===== src/rtl/utf8sv_pkg.sv =====
package utf8sv_pkg;

  // Widths fixed by the field definitions
  localparam int DATA_W    = 8;
  localparam int MAX_LEN_W = 13;
  localparam int CP_W      = 21;
  localparam int APB_DW    = 32;
  localparam int PADDR_W   = 3;
  localparam int TDATA_W   = 8;

  // Defaults
  localparam int                   DEF_LENGTH_CAP = 4096;
  localparam logic [MAX_LEN_W-1:0] MAX_LENGTH_RST = 13'd4096;

  // Register word index
  localparam logic REG_MAX_LENGTH = 1'b0;

  // Sequence size classes
  localparam logic [1:0] CLS_NONE = 2'd0;
  localparam logic [1:0] CLS_TWO  = 2'd1;
  localparam logic [1:0] CLS_THREE = 2'd2;
  localparam logic [1:0] CLS_FOUR = 2'd3;

  // Lead byte ranges
  localparam logic [DATA_W-1:0] ASCII_TOP = 8'h80;
  localparam logic [DATA_W-1:0] LEAD2_LO  = 8'hC2;
  localparam logic [DATA_W-1:0] LEAD2_HI  = 8'hDF;
  localparam logic [DATA_W-1:0] LEAD3_LO  = 8'hE0;
  localparam logic [DATA_W-1:0] LEAD3_HI  = 8'hEF;
  localparam logic [DATA_W-1:0] LEAD4_LO  = 8'hF0;
  localparam logic [DATA_W-1:0] LEAD4_HI  = 8'hF4;
  localparam logic [1:0]        CONT_TAG  = 2'b10;

  // Code point limits
  localparam logic [CP_W-1:0] CP_MIN2  = 21'h000080;
  localparam logic [CP_W-1:0] CP_MIN3  = 21'h000800;
  localparam logic [CP_W-1:0] CP_MIN4  = 21'h010000;
  localparam logic [CP_W-1:0] CP_MAX   = 21'h10FFFF;
  localparam logic [CP_W-1:0] SURR_LO  = 21'h00D800;
  localparam logic [CP_W-1:0] SURR_HI  = 21'h00DFFF;

  // One byte beat held in the input register
  typedef struct packed {
    logic              vld;
    logic [DATA_W-1:0] data;
    logic              last;
  } beat_t;

  // Verdict handed to the output register
  typedef struct packed {
    logic vld;
    logic ok;
  } verdict_t;

  // Smallest code point a sequence of the given class may encode
  function automatic logic [CP_W-1:0] class_min(input logic [1:0] cls);
    logic [CP_W-1:0] m;
    unique case (cls)
      CLS_TWO:   m = CP_MIN2;
      CLS_THREE: m = CP_MIN3;
      default:   m = CP_MIN4;
    endcase
    return m;
  endfunction

endpackage


===== src/rtl/utf8sv_cfg.sv =====
module utf8sv_cfg (
  input  logic                                clk,
  input  logic                                rst,
  input  logic                                psel,
  input  logic                                penable,
  input  logic                                pwrite,
  input  logic [utf8sv_pkg::PADDR_W-1:0]      paddr,
  input  logic [utf8sv_pkg::APB_DW-1:0]       pwdata,
  output logic [utf8sv_pkg::APB_DW-1:0]       prdata,
  output logic                                pready,
  output logic [utf8sv_pkg::MAX_LEN_W-1:0]    max_length
);
  import utf8sv_pkg::*;

  logic wr_en;

  assign pready = 1'b1;
  assign wr_en  = psel && penable && pwrite && pready;

  // Write the length limit
  always_ff @(posedge clk) begin
    if (rst) begin
      max_length <= MAX_LENGTH_RST;
    end else if (wr_en && (paddr[PADDR_W-1] == REG_MAX_LENGTH)) begin
      max_length <= pwdata[MAX_LEN_W-1:0];
    end
  end

  // Read back
  always_comb begin
    if (paddr[PADDR_W-1] == REG_MAX_LENGTH) begin
      prdata = APB_DW'(max_length);
    end else begin
      prdata = '0;
    end
  end

endmodule


===== src/rtl/utf8sv_in_reg.sv =====
module utf8sv_in_reg (
  input  logic                            clk,
  input  logic                            rst,
  input  logic                            s_tvalid,
  output logic                            s_tready,
  input  logic [utf8sv_pkg::DATA_W-1:0]   s_tdata,
  input  logic                            s_tlast,
  input  logic                            take,
  output utf8sv_pkg::beat_t               beat
);
  import utf8sv_pkg::*;

  // Accept a beat when empty or when the held beat moves on this cycle
  assign s_tready = !beat.vld || take;

  always_ff @(posedge clk) begin
    if (rst) begin
      beat.vld <= 1'b0;
    end else if (s_tvalid && s_tready) begin
      beat.vld <= 1'b1;
    end else if (take) begin
      beat.vld <= 1'b0;
    end
  end

  // Hold the payload until the next beat is accepted
  always_ff @(posedge clk) begin
    if (s_tvalid && s_tready) begin
      beat.data <= s_tdata;
      beat.last <= s_tlast;
    end
  end

endmodule


===== src/rtl/utf8sv_core.sv =====
module utf8sv_core #(
  parameter int LENGTH_CAP = utf8sv_pkg::DEF_LENGTH_CAP
) (
  input  logic                              clk,
  input  logic                              rst,
  input  utf8sv_pkg::beat_t                 beat,
  input  logic                              out_free,
  input  logic [utf8sv_pkg::MAX_LEN_W-1:0]  max_length,
  output logic                              take,
  output utf8sv_pkg::verdict_t              verdict,
  output logic                              idle_state
);
  import utf8sv_pkg::*;

  localparam int CW = $clog2(LENGTH_CAP + 2);
  localparam int LW = (CW > MAX_LEN_W) ? CW : MAX_LEN_W;
  localparam logic [CW-1:0] CNT_SAT = CW'(LENGTH_CAP + 1);
  localparam logic [LW-1:0] CAP_L   = LW'(LENGTH_CAP);

  logic [CP_W-1:0] acc, acc_next;
  logic [1:0]      tails, tails_next;
  logic [1:0]      cls, cls_next;
  logic            err, err_next;
  logic [CW-1:0]   count, count_next;
  logic [CP_W-1:0] cp;
  logic [LW-1:0]   limit;
  logic [LW-1:0]   ml_l;

  // A final byte waits for room in the output register
  assign take = beat.vld && (!beat.last || out_free);

  // Clamp the configured limit to the counter cap
  assign ml_l  = LW'(max_length);
  assign limit = (ml_l > CAP_L) ? CAP_L : ml_l;

  // Decode one byte
  always_comb begin
    acc_next   = acc;
    tails_next = tails;
    cls_next   = cls;
    err_next   = err;
    cp         = {acc[CP_W-7:0], beat.data[5:0]};
    count_next = (count < CNT_SAT) ? count + 1'b1 : count;

    if (tails == 2'd0) begin
      priority if (beat.data == '0) begin
        err_next = 1'b1;
      end else if (beat.data < ASCII_TOP) begin
        err_next = err;
      end else if (beat.data >= LEAD2_LO && beat.data <= LEAD2_HI) begin
        tails_next = 2'd1;
        cls_next   = CLS_TWO;
        acc_next   = CP_W'(beat.data[4:0]);
      end else if (beat.data >= LEAD3_LO && beat.data <= LEAD3_HI) begin
        tails_next = 2'd2;
        cls_next   = CLS_THREE;
        acc_next   = CP_W'(beat.data[3:0]);
      end else if (beat.data >= LEAD4_LO && beat.data <= LEAD4_HI) begin
        tails_next = 2'd3;
        cls_next   = CLS_FOUR;
        acc_next   = CP_W'(beat.data[2:0]);
      end else begin
        err_next = 1'b1;
      end
    end else begin
      if (beat.data[7:6] != CONT_TAG) begin
        err_next = 1'b1;
      end
      acc_next   = cp;
      tails_next = tails - 2'd1;
      // Check the finished code point
      if (tails == 2'd1) begin
        if (cp < class_min(cls) || cp > CP_MAX || (cp >= SURR_LO && cp <= SURR_HI)) begin
          err_next = 1'b1;
        end
        acc_next = '0;
        cls_next = CLS_NONE;
      end
    end
  end

  // Give the verdict on the final byte
  always_comb begin
    verdict.vld = take && beat.last;
    verdict.ok  = !err_next && (tails_next == 2'd0) && (LW'(count_next) <= limit);
  end

  // Advance the string state; clear it after the final byte
  always_ff @(posedge clk) begin
    if (rst) begin
      acc   <= '0;
      tails <= 2'd0;
      cls   <= CLS_NONE;
      err   <= 1'b0;
      count <= '0;
    end else if (take) begin
      if (beat.last) begin
        acc   <= '0;
        tails <= 2'd0;
        cls   <= CLS_NONE;
        err   <= 1'b0;
        count <= '0;
      end else begin
        acc   <= acc_next;
        tails <= tails_next;
        cls   <= cls_next;
        err   <= err_next;
        count <= count_next;
      end
    end
  end

  assign idle_state = (tails == 2'd0) && (count == '0) && !err && (acc == '0);

endmodule


===== src/rtl/utf8sv_out_reg.sv =====
module utf8sv_out_reg (
  input  logic                            clk,
  input  logic                            rst,
  input  utf8sv_pkg::verdict_t            verdict,
  output logic                            out_free,
  output logic                            m_tvalid,
  input  logic                            m_tready,
  output logic [utf8sv_pkg::TDATA_W-1:0]  m_tdata
);
  import utf8sv_pkg::*;

  logic ok;

  assign out_free = !m_tvalid || m_tready;

  // Hold the verdict until the sink takes it
  always_ff @(posedge clk) begin
    if (rst) begin
      m_tvalid <= 1'b0;
    end else if (verdict.vld) begin
      m_tvalid <= 1'b1;
    end else if (m_tready) begin
      m_tvalid <= 1'b0;
    end
  end

  always_ff @(posedge clk) begin
    if (verdict.vld) begin
      ok <= verdict.ok;
    end
  end

  assign m_tdata = TDATA_W'(ok);

endmodule


===== src/rtl/utf8_stream_validator.sv =====
// The final byte passes through the input register, then the verdict register, before
//   the verdict beat is valid.
// Throughput: one byte per cycle while no final byte waits, set by the single-pass decoder update that closes on
//   its own state registers between the input register and the verdict register.
// A final byte waits in the input register while an earlier verdict is not yet taken.
// Reset (rst, synchronous, active high) empties both registers, clears the string state
//   and sets max_length to 4096.
module utf8_stream_validator #(
  parameter int LENGTH_CAP = utf8sv_pkg::DEF_LENGTH_CAP
) (
  input  logic                               clk,
  input  logic                               rst,
  // Configuration
  input  logic                               psel,
  input  logic                               penable,
  input  logic                               pwrite,
  input  logic [utf8sv_pkg::PADDR_W-1:0]     paddr,
  input  logic [utf8sv_pkg::APB_DW-1:0]      pwdata,
  output logic [utf8sv_pkg::APB_DW-1:0]      prdata,
  output logic                               pready,
  // Byte stream in
  input  logic                               s_tvalid,
  output logic                               s_tready,
  input  logic [utf8sv_pkg::DATA_W-1:0]      s_tdata,   // [7:0] data_byte
  input  logic                               s_tlast,   // last_byte
  // Verdict out
  output logic                               m_tvalid,
  input  logic                               m_tready,
  output logic [utf8sv_pkg::TDATA_W-1:0]     m_tdata    // [0] valid_res, [7:1] zero
);
  import utf8sv_pkg::*;

  logic [MAX_LEN_W-1:0] max_length;
  beat_t                beat;
  verdict_t             verdict;
  logic                 take;
  logic                 out_free;
  logic                 idle_state;

  utf8sv_cfg u_cfg (
    .clk        (clk),
    .rst        (rst),
    .psel       (psel),
    .penable    (penable),
    .pwrite     (pwrite),
    .paddr      (paddr),
    .pwdata     (pwdata),
    .prdata     (prdata),
    .pready     (pready),
    .max_length (max_length)
  );

  utf8sv_in_reg u_in_reg (
    .clk      (clk),
    .rst      (rst),
    .s_tvalid (s_tvalid),
    .s_tready (s_tready),
    .s_tdata  (s_tdata),
    .s_tlast  (s_tlast),
    .take     (take),
    .beat     (beat)
  );

  utf8sv_core #(
    .LENGTH_CAP (LENGTH_CAP)
  ) u_core (
    .clk        (clk),
    .rst        (rst),
    .beat       (beat),
    .out_free   (out_free),
    .max_length (max_length),
    .take       (take),
    .verdict    (verdict),
    .idle_state (idle_state)
  );

  utf8sv_out_reg u_out_reg (
    .clk      (clk),
    .rst      (rst),
    .verdict  (verdict),
    .out_free (out_free),
    .m_tvalid (m_tvalid),
    .m_tready (m_tready),
    .m_tdata  (m_tdata)
  );

  // A final byte always yields a verdict beat next cycle
  a_verdict_follows: assert property (@(posedge clk) disable iff (rst)
    take && beat.last |=> m_tvalid)
    else $error("final byte gave no verdict");

  // String state is clear after a final byte
  a_state_cleared: assert property (@(posedge clk) disable iff (rst)
    take && beat.last |=> idle_state)
    else $error("string state not cleared after final byte");

  // A verdict never overwrites one still waiting
  a_no_overwrite: assert property (@(posedge clk) disable iff (rst)
    verdict.vld |-> (!m_tvalid || m_tready))
    else $error("verdict overwrote a pending beat");

  // A held byte stays put while it cannot move on
  a_hold_beat: assert property (@(posedge clk) disable iff (rst)
    beat.vld && !take |=> beat.vld && $stable(beat.data) && $stable(beat.last))
    else $error("held byte lost or changed");

endmodule

===== config.mk =====
export PLATFORM = sky130hd
export DESIGN_NAME = utf8_stream_validator
export DESIGN_NICKNAME = d
export VERILOG_FILES = /design/src/rtl/utf8sv_pkg.sv /design/src/rtl/utf8sv_cfg.sv /design/src/rtl/utf8sv_in_reg.sv /design/src/rtl/utf8sv_core.sv /design/src/rtl/utf8sv_out_reg.sv /design/src/rtl/utf8_stream_validator.sv
export SDC_FILE = /design/constraint.sdc
export NUM_CORES = 1
export LEC_CHECK = 0
export BUFFER_PORTS_ARGS = -buffer_cell sky130_fd_sc_hd__buf_2
export CORE_MARGIN = 5
export CORE_UTILIZATION = 48
export DETAILED_ROUTE_END_ITERATION = 16
export GPL_ROUTABILITY_DRIVEN = 0
export HOLD_SLACK_MARGIN = 0.03
export PLACE_DENSITY = 0.74
export SYNTH_ARGS = -nofsm -noshare
export SYNTH_HDL_FRONTEND = slang
export SYNTH_SLANG_ARGS = --single-unit

===== constraint.sdc =====
create_clock -name clk -period 8.4 [get_ports clk]
set_clock_uncertainty 0.1 [all_clocks]
set_input_delay 0.42 -clock clk [delete_from_list [all_inputs] [get_ports clk]]
set_output_delay 0.42 -clock clk [all_outputs]
set_load 0.05 [all_outputs]

==> qor.txt <==
Status -> finished, final reports clean
Clk Latency, worst-skew pair -> 0.33 ns
Pin count of the biggest net entering global routing -> 51
Final Setup Violations -> 0
Yosys cell types -> 64
WL per Instance -> 13.1 um
FFs w/ async S/R, synth -> 0
Post-synth top flop -> dfxtp_1
Port bufs -> 45
Post_cts resized -> 0
Worst path max stage delay -> 0.43 ns
Post-Syn Instances -> 418
Slew @ Worst Pin -> 0.894 ns
Overall Global Routing Usage -> 0.168
Final hold vios -> 0
Ranking of synthesized cells by area -> dfxtp_1, edfxtp_1, buf_4
Die X -> 95.7 um
DRT iter0 DRCs -> 197
Via Count -> 2950
Commonest cells in the netlist -> nand2_1, dfxtp_1, a21oi_1
Area of the core -> 7210 um^2
Worst setup path startpoint -> u_core.count[0]
Number of CTS-inserted buffers -> 9
Clk sink count -> 58
Max frequency -> 306 MHz
Antenna cells -> 0
Register area share after synthesis -> 0.357
TritonRoute pass-1 iters -> 4
Switching share of power -> 0.262
Initial core utilization -> 0.489
Unrepaired setup endpoints after global routing -> no
Final worst-path cycle share -> 0.389
TNS Setup -> 0 ns
First-pass GRT wire length -> 12200 um
Hold Crit Depth -> 1
CTS HTree Levels -> 3
CP max FO -> 8
Min Tclk post-route -> 3.27 ns
Setup CP Type -> reg2reg
Final HPWL DP -> 5340 um
I/O pin count -> 94
Slew Viols, Final -> 0
CTS Hold Bufs -> 0
Clock slew at reported path FFs -> 0.07 ns
Power per cell area -> 168 nW/um^2
Root Driver -> clkbuf_8
Critical path's slowest cell -> dfxtp_1
Crit path DAT -> 3.31 ns
Leak pwr -> 1.61 nW
Warning count from the yosys run -> 0
Sequential share of power -> 0.456
Yosys top cell area share -> 0.272
Rel. slew slack -> 0.401
Pint -> 0.000480 W
Placement Cell Area -> 3650 um^2
Critical path, cell by cell -> ha_1 -> nand4b_2 -> nor4_2 -> and3_1 -> or2_2 -> ha_1 -> a222oi_1 -> nand2_1 -> a21oi_1 -> a21oi_1 -> a211oi_1
Worst setup SP type -> flop
Drt total wl -> 7280 um
Fillers -> 686
Clock power share -> 0.436
Initial antenna violation count -> 0
Most numerous cell in the Yosys netlist -> nand2_1
Nets -> 519
Hold wc startpoint -> s_tdata[2]
DRC Markers -> 0
Antenna Violating Nets Remaining -> 0
Cell taking the most area after synthesis -> dfxtp_1
TritonCTS clock tree -> built
Combinational share of power -> 0.109
Max cap viols -> 0
Crit path required time -> 8.44 ns
Area Overhead vs Synth -> 9.65%
Sw power -> 0.000170 W
WHS Endpoint -> u_in_reg.beat[3]
Overall power -> 0.000650 W
Cells on worst reg2reg path -> 11
Reg2Reg Capture Point -> u_out_reg.ok
Post-CTS setup buffer count -> 0
Kind of path behind the tightest hold check -> in2reg
Worst r2r src -> u_core.count[0]
Maximum vdd drop -> 0.102 mV
Die footprint -> 9170 um^2
CTS Buffer Depth -> 2
Vias in the first global route -> 2745
Die Span Y -> 95.7 um
Endpoint class of the critical path -> flop
Finished Cell Area -> 3870 um^2
Vias per cell -> 5.32
Avg Inst Size Synth -> 8.44 um^2
Post-synth EDFFs -> 10
Num rows -> 31
Remaining Overflow, GRT -> 0
Layout cells sized above 1 -> 0.189
FF+latch count, synth -> 58
R2R Setup Slk -> 5.13 ns
Cell Area, Synth -> 3530 um^2
==> cells by family (layout without fill, tap and decap cells) <==
logic type                 after synthesis  in the layout  share of synthesized area
AOI/OAI and AO/OA                       96             96                      0.178
adders and majority gates               18             18                     0.0638
and+or+nand+nor                        173            173                      0.269
DFF                                     58             58                      0.357
muxes                                    1              1                    0.00284
xor gates and xnor gates                 9              9                     0.0223
other                                    2             27                    0.00213
buffers and inverters                   61             73                      0.104
==> metrics by stage <==
| step | worst slack (ns) | utilization | hold slack, ns | cells |
|---|---|---|---|---|
| final | 5.13 | 0.536 | 0.162 | 554 |
| after global routing | 4.88 | 0.536 | 0.146 | 554 |
| after CTS | 5.15 | 0.536 | 0.152 | 554 |
| after detailed placement | 5.16 | 0.506 | 0.362 | 538 |
| after global placement | 5.22 | 0.506 | 0.358 | 538 |
| after floorplan | 5.67 | - | 0.340 | 443 |
==> routing by layer <==
metal,GRT usage,part of all wire,up-vias
met4,0.0640,0.021,0
met2,0.273,0.48,72
met3,0.0383,0.043,13
met1,0.216,0.46,1370
li1,-,-,1495
met5,0,0,-
==> layout make-up <==
class                           count  area (um^2)  area share
Clock inverter                      5         77.6      0.0201
Sequential cell                    58         1260       0.326
Tap cell                           99          124      0.0320
Timing Repair Buffer               45          225      0.0582
Multi-Input combinational cell    324         1990       0.516
Inverter                           12         45.0      0.0116
Clock buffer                       11          141      0.0365
==> sequential cells by signal, indices dropped and copies added (netlist names) <==
name                flops
u_core.acc             15
u_cfg.max_length       13
u_core.count           13
u_in_reg.beat          10
u_core.cls              2
u_core.tails            2
u_core.err              1
u_out_reg.m_tvalid      1
u_out_reg.ok            1
==> worst max-delay path: cells and delay by family (launching register included) <==
kind,cells,cell delay [ns]
AOI/OAI and AO/OA,4,0.83
adders and majority gates,2,0.54
DFF,1,0.43
and+or+nand+nor,5,1.18
==> cells in the final DEF (no fill, tap or decap), drive strengths merged, types with 6 or more instances in the layout <==
cell and count:
nand2 52, dfxtp 48, buf 45, a21oi 35, nor2 30, conb 27, o21ai 24, ha 18
nor2b 14, inv 12, clkbuf 11, edfxtp 10, nand3 10, nand2b 9, nor3b 9, a31o 9
nand4 7, nor4 7, nor3 6
==> worst max-delay path by stage <==
stage	end	slack [ns]
2_1_floorplan	u_out_reg.ok	5.67
3_3_place_gp	u_out_reg.ok	5.22
3_5_place_dp	u_out_reg.ok	5.16
4_1_cts	u_out_reg.ok	5.15
5_1_grt	u_out_reg.ok	4.88
6_report	u_out_reg.ok	5.13
==> power groups by stage <==
stage | combinational (W) | clock (W) | sequential (W)
2_1_floorplan | 0.0000682 | 0 | 0.000300
3_3_place_gp | 0.0000694 | 0 | 0.000302
6_report | 0.0000705 | 0.000283 | 0.000296
3_5_place_dp | 0.0000703 | 0 | 0.000302
4_1_cts | 0.0000704 | 0.000289 | 0.000296
5_1_grt | 0.0000765 | 0.000301 | 0.000297
Power figures use the tool's default switching activity.
